File: config.mk
export PLATFORM = sky130hd
export DESIGN_NAME = k_mismatch_pattern_search_flat
export DESIGN_NICKNAME = d
export VERILOG_FILES = /design/src/hdl/kmps_pkg.sv /design/src/hdl/kmps_in_if.sv /design/src/hdl/kmps_out_if.sv /design/src/hdl/k_mismatch_pattern_search.sv /design/src/hdl/kmps_cell.sv /design/src/hdl/kmps_count.sv /design/src/flat_wrapper.sv
export SDC_FILE = /design/constraint.sdc
export NUM_CORES = 2
export LEC_CHECK = 0
export ABC_AREA = 1
export BUFFER_PORTS_ARGS = -buffer_cell sky130_fd_sc_hd__buf_4
export CORE_ASPECT_RATIO = 0.75
export CORE_MARGIN = 2
export CORE_UTILIZATION = 70
export CTS_BUF_LIST = sky130_fd_sc_hd__clkbuf_2
export DETAILED_ROUTE_END_ITERATION = 8
export GPL_TIMING_DRIVEN = 1
export PLACE_DENSITY = 0.87
export REMOVE_ABC_BUFFERS = 1
export SLEW_MARGIN = 20
export SYNTH_ARGS = -nofsm -noshare
export SYNTH_HDL_FRONTEND = slang
export SYNTH_SLANG_ARGS = --single-unit
File: constraint.sdc
create_clock -name i_clk -period 23.9 [get_ports i_clk]
set_input_delay 4.78 -clock i_clk [delete_from_list [all_inputs] [get_ports i_clk]]
set_output_delay 4.78 -clock i_clk [all_outputs]
set_load 0.02 [all_outputs]
File: src/hdl/kmps_pkg.sv
// Package for the k-mismatch pattern search block.
// Shared sizes, codes and types; no dependencies.
package kmps_pkg;

    localparam int PATTERN_MAX = 64;
    localparam int SYMBOL_BITS = 8;
    localparam int CELL_W      = $clog2(PATTERN_MAX);
    localparam int LEN_W       = 7;
    localparam int CNT_W       = 7;
    localparam int POS_W       = 32;
    localparam int IDX_W       = 6;
    localparam int GROUP       = 8;
    localparam int NGROUP      = (PATTERN_MAX + GROUP - 1) / GROUP;
    localparam int GRP_W       = $clog2(GROUP + 1);
    localparam int CFG_IDX_W   = 1;
    localparam int CFG_DATA_W  = 7;

    typedef logic [SYMBOL_BITS-1:0] t_sym;

    typedef enum logic [CFG_IDX_W-1:0] {
        CFG_PATTERN_LENGTH = 1'b0,
        CFG_MAX_MISMATCHES = 1'b1
    } t_cfg_idx;

    typedef enum logic {
        OP_PATTERN = 1'b0,
        OP_TEXT    = 1'b1
    } t_op;

    // Per-cycle control broadcast to every cell
    typedef struct packed {
        logic adv;     // pipeline advances
        logic shift;   // text symbol enters the window
        logic rotate;  // pattern ring steps one cell up
    } t_cell_ctl;

endpackage

File: src/hdl/kmps_in_if.sv
// Input channel of the k-mismatch pattern search: valid/ready plus item payload.
// Depends on kmps_pkg.
interface kmps_in_if;
    logic                        valid;
    logic                        ready;
    logic                        operation;
    logic                        first_of_text;
    logic [kmps_pkg::IDX_W-1:0]  pattern_index;
    kmps_pkg::t_sym              symbol;

    modport source (output valid, operation, first_of_text, pattern_index, symbol,
                    input ready);
    modport sink   (input valid, operation, first_of_text, pattern_index, symbol,
                    output ready);
endinterface

File: src/hdl/kmps_out_if.sv
// Result channel of the k-mismatch pattern search: valid/ready plus result payload.
// Depends on kmps_pkg.
interface kmps_out_if;
    logic                        valid;
    logic                        ready;
    logic [kmps_pkg::POS_W-1:0]  match_start;
    logic [kmps_pkg::CNT_W-1:0]  mismatch_count;

    modport source (output valid, match_start, mismatch_count, input ready);
    modport sink   (input valid, match_start, mismatch_count, output ready);
endinterface

File: src/hdl/k_mismatch_pattern_search.sv
// Results pass r_v0, r_v1, r_v2 and r_out_valid; one item per cycle when not stalled.
// Cell k holds window slot k (newest in cell 0) and the pattern symbol it must
// meet; after a pattern_length write the pattern ring realigns one cell per
// cycle, with input ready low until the ring is aligned.
// Reset sets length 1 and max mismatches 0 and clears the position counter and pipeline; pattern undefined.
// Uses kmps_pkg, kmps_in_if, kmps_out_if, kmps_cell, kmps_count.
module k_mismatch_pattern_search (
    input  logic                              i_clk,
    input  logic                              i_rst_n,
    kmps_in_if.sink                           i_item,
    kmps_out_if.source                        o_result,
    input  logic                              i_cfg_we,
    input  logic [kmps_pkg::CFG_IDX_W-1:0]    i_cfg_index,
    input  logic [kmps_pkg::CFG_DATA_W-1:0]   i_cfg_data
);

    localparam int PM = kmps_pkg::PATTERN_MAX;

    logic [kmps_pkg::LEN_W-1:0]  r_plen;
    logic [kmps_pkg::CNT_W-1:0]  r_maxmm;
    logic [kmps_pkg::CELL_W-1:0] r_rot;
    logic [kmps_pkg::POS_W-1:0]  r_seen;
    logic                        r_v0, r_v1, r_v2;
    logic [kmps_pkg::POS_W-1:0]  r_start0, r_start1, r_start2;
    logic                        r_out_valid;
    logic [kmps_pkg::POS_W-1:0]  r_out_start;
    logic [kmps_pkg::CNT_W-1:0]  r_out_cnt;

    logic [kmps_pkg::LEN_W-1:0]  p_used;
    logic [kmps_pkg::CELL_W-1:0] rot_target;
    logic                        aligned;
    logic                        en;
    logic                        acc, txt_acc, pat_acc;
    logic [kmps_pkg::POS_W-1:0]  seen_base;
    logic [kmps_pkg::POS_W-1:0]  n_seen;
    logic                        v0_in;
    logic [kmps_pkg::CELL_W-1:0] wr_cell;
    logic [kmps_pkg::CNT_W-1:0]  total;
    kmps_pkg::t_cell_ctl         ctl;

    kmps_pkg::t_sym              txt [PM];
    kmps_pkg::t_sym              pat [PM];
    logic [PM-1:0]               mis;

    assign p_used = (r_plen > kmps_pkg::LEN_W'(PM)) ? kmps_pkg::LEN_W'(PM) : r_plen;
    // Cell k holds pattern[(r_rot - k) mod PATTERN_MAX]; aligned when r_rot = p-1 or p = 0
    assign rot_target = kmps_pkg::CELL_W'(p_used - kmps_pkg::LEN_W'(1));
    assign aligned    = (r_rot == rot_target) || (p_used == '0);

    assign en           = !r_out_valid || o_result.ready;
    assign i_item.ready = en && aligned;
    assign acc     = i_item.valid && i_item.ready;
    assign txt_acc = acc && (kmps_pkg::t_op'(i_item.operation) == kmps_pkg::OP_TEXT);
    assign pat_acc = acc && (kmps_pkg::t_op'(i_item.operation) == kmps_pkg::OP_PATTERN);

    assign seen_base = i_item.first_of_text ? '0 : r_seen;
    assign n_seen    = (seen_base == '1) ? seen_base : seen_base + kmps_pkg::POS_W'(1);
    assign v0_in     = txt_acc && (p_used != '0)
                       && (n_seen >= kmps_pkg::POS_W'(p_used));
    assign wr_cell   = r_rot - kmps_pkg::CELL_W'(i_item.pattern_index);

    assign ctl.adv    = en;
    assign ctl.shift  = txt_acc;
    assign ctl.rotate = !aligned;

    for (genvar k = 0; k < PM; k++) begin : g_cell
        kmps_cell u_cell (
            .i_clk      (i_clk),
            .i_ctl      (ctl),
            .i_txt_prev ((k == 0) ? i_item.symbol : txt[(k + PM - 1) % PM]),
            .i_pat_prev (pat[(k + PM - 1) % PM]),
            .i_sym      (i_item.symbol),
            .i_pat_we   (pat_acc && (wr_cell == kmps_pkg::CELL_W'(k))),
            .i_live     (p_used > kmps_pkg::LEN_W'(k)),
            .o_txt      (txt[k]),
            .o_pat      (pat[k]),
            .o_mis      (mis[k])
        );
    end

    kmps_count u_count (
        .i_clk   (i_clk),
        .i_en    (en),
        .i_mis   (mis),
        .o_total (total)
    );

    always_ff @(posedge i_clk) begin
        if (!i_rst_n) begin
            r_plen      <= kmps_pkg::LEN_W'(1);
            r_maxmm     <= '0;
            r_rot       <= '0;
            r_seen      <= '0;
            r_v0        <= 1'b0;
            r_v1        <= 1'b0;
            r_v2        <= 1'b0;
            r_out_valid <= 1'b0;
        end else begin
            if (i_cfg_we) begin
                unique case (kmps_pkg::t_cfg_idx'(i_cfg_index))
                    kmps_pkg::CFG_PATTERN_LENGTH: begin
                        r_plen <= i_cfg_data;
                    end
                    kmps_pkg::CFG_MAX_MISMATCHES: begin
                        r_maxmm <= i_cfg_data;
                    end
                endcase
            end
            if (!aligned) begin
                r_rot <= r_rot + kmps_pkg::CELL_W'(1);
            end
            if (txt_acc) begin
                r_seen <= n_seen;
            end
            if (en) begin
                r_v0        <= v0_in;
                r_v1        <= r_v0;
                r_v2        <= r_v1;
                r_out_valid <= r_v2 && (total <= r_maxmm);
            end
        end
    end

    always_ff @(posedge i_clk) begin
        if (en) begin
            r_start0    <= n_seen - kmps_pkg::POS_W'(p_used);
            r_start1    <= r_start0;
            r_start2    <= r_start1;
            r_out_start <= r_start2;
            r_out_cnt   <= total;
        end
    end

    assign o_result.valid          = r_out_valid;
    assign o_result.match_start    = r_out_start;
    assign o_result.mismatch_count = r_out_cnt;

endmodule

File: src/hdl/kmps_cell.sv
// One cell of the search chain: a text window slot, a pattern ring slot and
// a registered mismatch flag. Depends on kmps_pkg.
module kmps_cell (
    input  logic                i_clk,
    input  kmps_pkg::t_cell_ctl i_ctl,
    input  kmps_pkg::t_sym      i_txt_prev,
    input  kmps_pkg::t_sym      i_pat_prev,
    input  kmps_pkg::t_sym      i_sym,
    input  logic                i_pat_we,
    input  logic                i_live,
    output kmps_pkg::t_sym      o_txt,
    output kmps_pkg::t_sym      o_pat,
    output logic                o_mis
);

    kmps_pkg::t_sym r_txt;
    kmps_pkg::t_sym r_pat;
    logic           r_mis;

    always_ff @(posedge i_clk) begin
        if (i_ctl.shift) begin
            r_txt <= i_txt_prev;
        end
        if (i_ctl.rotate) begin
            r_pat <= i_pat_prev;
        end else if (i_pat_we) begin
            r_pat <= i_sym;
        end
        if (i_ctl.adv) begin
            r_mis <= i_live && (r_txt != r_pat);
        end
    end

    assign o_txt = r_txt;
    assign o_pat = r_pat;
    assign o_mis = r_mis;

endmodule

File: src/hdl/kmps_count.sv
// Two-level mismatch counter: registered group popcounts, then their sum.
// Depends on kmps_pkg.
module kmps_count (
    input  logic                          i_clk,
    input  logic                          i_en,
    input  logic [kmps_pkg::PATTERN_MAX-1:0] i_mis,
    output logic [kmps_pkg::CNT_W-1:0]    o_total
);

    logic [kmps_pkg::GRP_W-1:0] r_grp [kmps_pkg::NGROUP];
    logic [kmps_pkg::GRP_W-1:0] n_grp [kmps_pkg::NGROUP];

    always_comb begin
        for (int g = 0; g < kmps_pkg::NGROUP; g++) begin
            n_grp[g] = '0;
            for (int b = 0; b < kmps_pkg::GROUP; b++) begin
                if (g * kmps_pkg::GROUP + b < kmps_pkg::PATTERN_MAX) begin
                    n_grp[g] = n_grp[g]
                             + kmps_pkg::GRP_W'(i_mis[g * kmps_pkg::GROUP + b]);
                end
            end
        end
    end

    always_ff @(posedge i_clk) begin
        if (i_en) begin
            r_grp <= n_grp;
        end
    end

    always_comb begin
        o_total = '0;
        for (int g = 0; g < kmps_pkg::NGROUP; g++) begin
            o_total = o_total + kmps_pkg::CNT_W'(r_grp[g]);
        end
    end

endmodule

File: src/flat_wrapper.sv
// flat-port wrapper written by rule: the top's interface ports become plain ports
module k_mismatch_pattern_search_flat 
  (i_clk, i_rst_n, i_cfg_we, i_cfg_index, i_cfg_data, i_item_valid, i_item_operation, i_item_first_of_text, i_item_pattern_index, i_item_symbol, i_item_ready, o_result_valid, o_result_match_start, o_result_mismatch_count, o_result_ready);
  kmps_in_if i_item_i ();
  kmps_out_if o_result_i ();
  input  logic i_clk;
  input  logic i_rst_n;
  input  logic i_cfg_we;
  input  logic [kmps_pkg::CFG_IDX_W-1:0] i_cfg_index;
  input  logic [kmps_pkg::CFG_DATA_W-1:0] i_cfg_data;
  input wire logic [$bits(i_item_i.valid)-1:0] i_item_valid;
  input wire logic [$bits(i_item_i.operation)-1:0] i_item_operation;
  input wire logic [$bits(i_item_i.first_of_text)-1:0] i_item_first_of_text;
  input wire logic [$bits(i_item_i.pattern_index)-1:0] i_item_pattern_index;
  input wire logic [$bits(i_item_i.symbol)-1:0] i_item_symbol;
  output wire logic [$bits(i_item_i.ready)-1:0] i_item_ready;
  output wire logic [$bits(o_result_i.valid)-1:0] o_result_valid;
  output wire logic [$bits(o_result_i.match_start)-1:0] o_result_match_start;
  output wire logic [$bits(o_result_i.mismatch_count)-1:0] o_result_mismatch_count;
  input wire logic [$bits(o_result_i.ready)-1:0] o_result_ready;
  assign i_item_i.valid = i_item_valid;
  assign i_item_i.operation = i_item_operation;
  assign i_item_i.first_of_text = i_item_first_of_text;
  assign i_item_i.pattern_index = i_item_pattern_index;
  assign i_item_i.symbol = i_item_symbol;
  assign i_item_ready = i_item_i.ready;
  assign o_result_valid = o_result_i.valid;
  assign o_result_match_start = o_result_i.match_start;
  assign o_result_mismatch_count = o_result_i.mismatch_count;
  assign o_result_i.ready = o_result_ready;
  k_mismatch_pattern_search u_core (.i_clk(i_clk), .i_rst_n(i_rst_n), .i_item(i_item_i), .o_result(o_result_i), .i_cfg_we(i_cfg_we), .i_cfg_index(i_cfg_index), .i_cfg_data(i_cfg_data));
endmodule
# After elaboration in Yosys (flattened, before gate mapping)
# Cells that the tools add are included.
dict set report op_classes {
  mux 131
  magnitude_cmp 67
  bitwise 2
  eq_ne 193
  addsub 68
  n_reduce_logical 143
}
# op n
set op_table {}
lappend op_table {{$mux 8} 128}
lappend op_table {{$ne 8x8->1} 64}
lappend op_table {{$gt 7x6->1 const B} 32}
lappend op_table {{$eq 6x6->1 const B} 32}
lappend op_table {{$logic_and 1x1->1} 135}
lappend op_table {{$add 4x1->4} 32}
lappend op_table {{$ne 2x2->1 const B} 64}
lappend op_table {{$gt 7x5->1 const B} 16}
lappend op_table {{$eq 6x5->1 const B} 16}
lappend op_table {{$mux 32} 2}
lappend op_table {{$gt 7x4->1 const B} 8}
lappend op_table {{$eq 6x4->1 const B} 8}
lappend op_table {{$add 3x1->4} 8}
lappend op_table {{$add 32x1->32 const B} 1}
lappend op_table {{$eq 32x32->1 const B} 1}
lappend op_table {{$ge 32x7->1} 1}
lappend op_table {{$sub 32x7->32} 1}
lappend op_table {{$add 7x4->7} 4}
lappend op_table {{$gt 7x3->1 const B} 4}
lappend op_table {{$add 2x1->3} 8}
lappend op_table {{$eq 6x3->1 const B} 4}
lappend op_table {{$add 1x1->2} 8}
lappend op_table {{$gt 7x1->1 const B} 2}
lappend op_table {{$gt 7x2->1 const B} 2}
lappend op_table {{other kinds (19)} 23}
dict set report word_totals {
  out_inout_bits 41
  reg_bits 1311
}

# Logic depth before layout (Yosys ltp)
dict set report logic_depth {
  depth_word 11
  depth_mapped 26
  ltp_nobuf 24
}

# By module
# From an unflattened synthesis, not the netlist that was laid out.
dict set report unflattened {
  hier_cells 7273
  hier_area_um2 64281.7
}
# mod cells_each instances area_each_um2
set modules_own_cells {}
lappend modules_own_cells {kmps_cell 90 64 794.5}
lappend modules_own_cells {k_mismatch_pattern_search 1220 1 10261.1}
lappend modules_own_cells {kmps_count 293 1 3171.8}

# Worst setup path before layout
# Ideal clock, no wire load.
dict set report synth_path {
  path_kind {input -> register}
  from {in o_result_ready}
  to {reg u_core.g_cell[0].u_cell.r_txt[0], enable pin}
  required_time_ns 23.376
  cell_stages 5
  arrival_time_ns 13.744
  n_path_buf 1
  slack_ns 9.632
  path_cell_list {nor2_1 > inv_1 > nand4_2 > inv_2 > buf_4}
}
dict set report synth_between {
  elab_chain_len 4
}
# item line
set synth_lines {}
lappend synth_lines {{start: declaration} flat_wrapper.sv:20} ;# input wire logic [$bits(o_result_i.ready)-1:0] o_result_ready;
lappend synth_lines {{$logic_or 1x1->1} k_mismatch_pattern_search.sv:50} ;# assign en = !r_out_valid || o_result.ready;
lappend synth_lines {{$logic_and 1x1->1} k_mismatch_pattern_search.sv:51} ;# assign i_item.ready = en && aligned;
lappend synth_lines {{$logic_and 1x1->1} k_mismatch_pattern_search.sv:52} ;# assign acc = i_item.valid && i_item.ready;
lappend synth_lines {{$logic_and 1x1->1} k_mismatch_pattern_search.sv:53} ;# assign txt_acc = acc && (kmps_pkg::t_op'(i_item.operation) == kmps_pkg::OP_TEXT);
lappend synth_lines {{via u_core.txt_acc} k_mismatch_pattern_search.sv:33} ;# logic acc, txt_acc, pat_acc;
lappend synth_lines {{end signal: assignment} kmps_cell.sv:22} ;# r_txt <= i_txt_prev;
lappend synth_lines {{end: declaration} kmps_cell.sv:16} ;# kmps_pkg::t_sym r_txt;
# The timed path passes the listed nets, and every way through them passes these cells.
# A chain may end at the register's enable or synchronous reset.

# Final worst setup path
dict set report layout_path {
  from {in o_result_ready}
  to {out i_item_ready}
}
dict set report layout_between {
  elab_chain_len 2
}
# item line
set layout_lines {}
lappend layout_lines {{$logic_or 1x1->1} k_mismatch_pattern_search.sv:50}
lappend layout_lines {{$logic_and 1x1->1} k_mismatch_pattern_search.sv:51}
lappend layout_lines {{end: declaration} flat_wrapper.sv:16} ;# output wire logic [$bits(i_item_i.ready)-1:0] i_item_ready;
# No other way between the ends.

==> impl_metrics.ini <==
[status]
status = completed

[power]
ir_worst_vdd_v = 0.000246
netSwitchingFraction_pct = 37.8
power.switching_mw = 2.89
power_frac_seq_pct = 50.2
comb_power_share_pct = 31.8
power_frac_clock_pct = 18.0
total_leakage_power_nw = 24.7
p_int_mw = 4.76
powerDensity_mw_per_mm2 = 126

[route]
final_antenna_net_count = 0
vias = 37100
wl_per_cell_um = 23.3
drtIter0Drc = 5759
totalWireLength_um = 141000
drc = 0
drt_pass1_iterations = 8
viasPerCell = 6.12

[sta]
rsz0062_at_grt = no
period_share_pct = 43.4
skew_ns = 0.238
timing.hold.ws_ns = 0.363
hold_viol_final = 0
clock.fmax_ghz = 0.0963
setup_viol = 0
max_slew_margin_pct = 15.9
slew_violations = 0
fin_tns_setup_ns = 0
period_minus_slack_ns = 10.38
worst_pin_slew_ns = 1.25

[global_routing]
grt_use_total_pct = 33.9
grt_overflow = 0
first_global_vias = 36200
antenna_found_initial = 7
grt_pass1_wl_um = 211000
grt_max_degree = 205

[synthesis]
synth_cell_types = 59
synth_area_per_cell_um2 = 12.5
ys.flop_type = edfxtp_1
synth_area_mm2 = 0.0566
yosysWarnings = 0
synth_edf_count = 1255
ys_seq_area_share_pct = 68.5
netlist_instances = 4537
ys_ff_latch = 1311
synth-async-reset-ratio_pct = 0

[worst_setup_path]
setup.worst_path.end_class = primary output
critical_path.top_delay_family = simple AND/OR/NAND/NOR gates
crit_path_max_fanout = 5
reg2reg_slack_ns = 17.78
cp_slowest_stage_delay_ns = 0.43
crit_path_top_delay_cell = nor2_1
startpoint = o_result_ready
cp_num_buf_inv = 2
critPathKind = input port to primary output
r2r_cells = 14
worstPathRequired_ns = 19.12
critical_path.cell_chain = buf_4 > nor2_1 > nor2_1 > buf_4
cp.arrival_ns = 5.60
worst-path-stages = 4
worst_r2r_endpoint = u_core.g_cell[53].u_cell.o_txt[3]$_DFFE_PP_
r2r-start = u_core.r_plen[6]$_SDFFE_PN0P_
cp-start-kind = input port
crit_end = i_item_ready

[die]
die_h_um = 250
die-area_mm2 = 0.0832
placementRows = 90
io_pins = 70
coreArea_mm2 = 0.0803
initial_utilization_pct = 70.5
die_w_um = 332

[hold_path]
holdCritPathClass = register to register

[job]
max_cap_violations = 0

[finish]
nets = 4937
drive_gt1_share_pct = 14.0
mostFrequentLayoutCell = edfxtp_1
layout_common_cells = edfxtp_1 (1255), nand2_1 (1124), clkbuf_2 (437), inv_1 (389), xor2_1 (294)
syn2layout_area_growth_pct = 6.87
final_cells = 6054

[placed_design]
place_inst = 5542
place_hpwl_um = 91400
portBuffers = 69
place_congestion = 0.951

[clock_tree]
hold_buffers = 0
cts_tree = done
h-tree-depth = 5
clk_pin_slew_ns = 0.14
clockRootBuffer = clkbuf_2
ctsLongestPathBuffers = 4
cts_setup_buffers = 0
numCtsBuffers = 308
cts.repair.resized = 0
clk-insertion-delay-late_ns = 1.62
cts.sinks = 1311
==> registers in the layout, summed over array words and instances (netlist names) <==
register                        flops
u_core.g_cell.u_cell.o_txt        512
u_core.o_result.mismatch_count      7
u_core.r_plen                       7
u_core.r_start1                    32
u_core.o_result.match_start        32
u_core.r_start0                    32
u_core.r_v0                         1
u_core.u_count.r_grp               32
u_core.r_v1                         1
u_core.g_cell.u_cell.o_pat        512
u_core.r_rot                        6
u_core.r_seen                      32
u_core.o_result.valid               1
u_core.g_cell.u_cell.o_mis         64
u_core.r_maxmm                      7
u_core.r_v2                         1
u_core.r_start2                    32
==> per-stage QoR <==
| step | utilization (%) | area (um2) | setup slack, ns | power (mW) |
|---|---|---|---|---|
| 2_1_floorplan | - | 55900 | 6.14 | 5.28 |
| 3_3_place_gp | 72.2 | 58000 | 13.55 | 6.01 |
| 3_5_place_dp | 72.2 | 58000 | 13.52 | 6.21 |
| 4_1_cts | 75.3 | 60500 | 13.52 | 7.57 |
| 5_1_grt | 75.4 | 60500 | 13.50 | 8.03 |
| 6_report | 75.4 | 60500 | 13.52 | 7.65 |
==> power by group through the flow <==
stage,Sequential [mW],Clock [mW],Combinational (mW)
after floorplan,3.76,0,1.51
after global routing,3.89,1.48,2.66
after global placement,3.83,0,2.18
after CTS,3.82,1.38,2.37
final,3.84,1.38,2.43
after detailed placement,3.86,0,2.35
==> kinds of logic after synthesis <==
family | count (synthesis) | synth area share [%]
buf+inv | 549 | 3.94
fa+ha+maj | 114 | 3.27
flops | 1311 | 68.5
xor+xnor | 479 | 7.45
simple gates | 1674 | 12.8
compound gates | 410 | 4.01
==> cell type report <==
type | count | area (um2)
antenna | 8 | 20.0
multi-input combinational | 2677 | 15600
sequential | 1311 | 38800
inverter | 406 | 1550
fill | 4659 | 19800
clock inverter | 67 | 298
clock buffer | 437 | 2190
timing repair buffer | 90 | 701
tap | 1058 | 1320
==> metal layers <==
layer	GRT usage, %	vias to the layer above	part of all wire [%]
met5	0	-	0.029
met4	13.4	6	3.5
met3	10.7	354	15
met2	47.3	2776	42
met1	50.2	17800	39
li1	-	16100	-
==> cells in the mapped netlist (8+ instances only) <==
master	n	area, um2
nor3_1	16	80.1
nand2_2	27	169
ha_1	57	713
a221oi_1	13	114
a41oi_1	8	70.1
xnor2_1	182	1590
fa_1	57	1140
o22ai_1	12	75.1
dfxtp_1	56	1120
buf_2	61	305
a31oi_1	10	62.6
edfxtp_1	1255	37700
inv_1	390	1460
nor2_1	182	683
nand4_1	64	400
inv_2	11	41.3
clkbuf_1	68	255
nand2_1	1126	4230
nor4_1	67	419
a21oi_1	97	485
nand3_2	12	120
or2_2	51	319
o21ai_0	153	766
nor2_2	17	106
xor2_1	294	2570
nand3_1	84	420
nor2_4	9	101
o21ai_1	80	400
a211oi_1	19	143
==> worst min path at each step <==
stage | start | end | slack, ns | depth (start not counted)
6_report | u_core.g_cell[26].u_cell.o_txt[4]$_DFFE_PP_ | u_core.g_cell[27].u_cell.o_txt[4]$_DFFE_PP_ | 0.36 | 0
5_1_grt | u_core.g_cell[26].u_cell.o_txt[4]$_DFFE_PP_ | u_core.g_cell[27].u_cell.o_txt[4]$_DFFE_PP_ | 0.37 | 0
4_1_cts | u_core.g_cell[26].u_cell.o_txt[4]$_DFFE_PP_ | u_core.g_cell[27].u_cell.o_txt[4]$_DFFE_PP_ | 0.34 | 0
3_5_place_dp | u_core.r_start2[20]$_DFFE_PN_ | u_core.o_result.match_start[20]$_DFFE_PN_ | 0.40 | 0
3_3_place_gp | u_core.r_start2[2]$_DFFE_PN_ | u_core.o_result.match_start[2]$_DFFE_PN_ | 0.40 | 0
2_1_floorplan | u_core.r_start2[0]$_DFFE_PN_ | u_core.o_result.match_start[0]$_DFFE_PN_ | 0.40 | 0
Note: power is estimated with default switching activity, not from simulation.
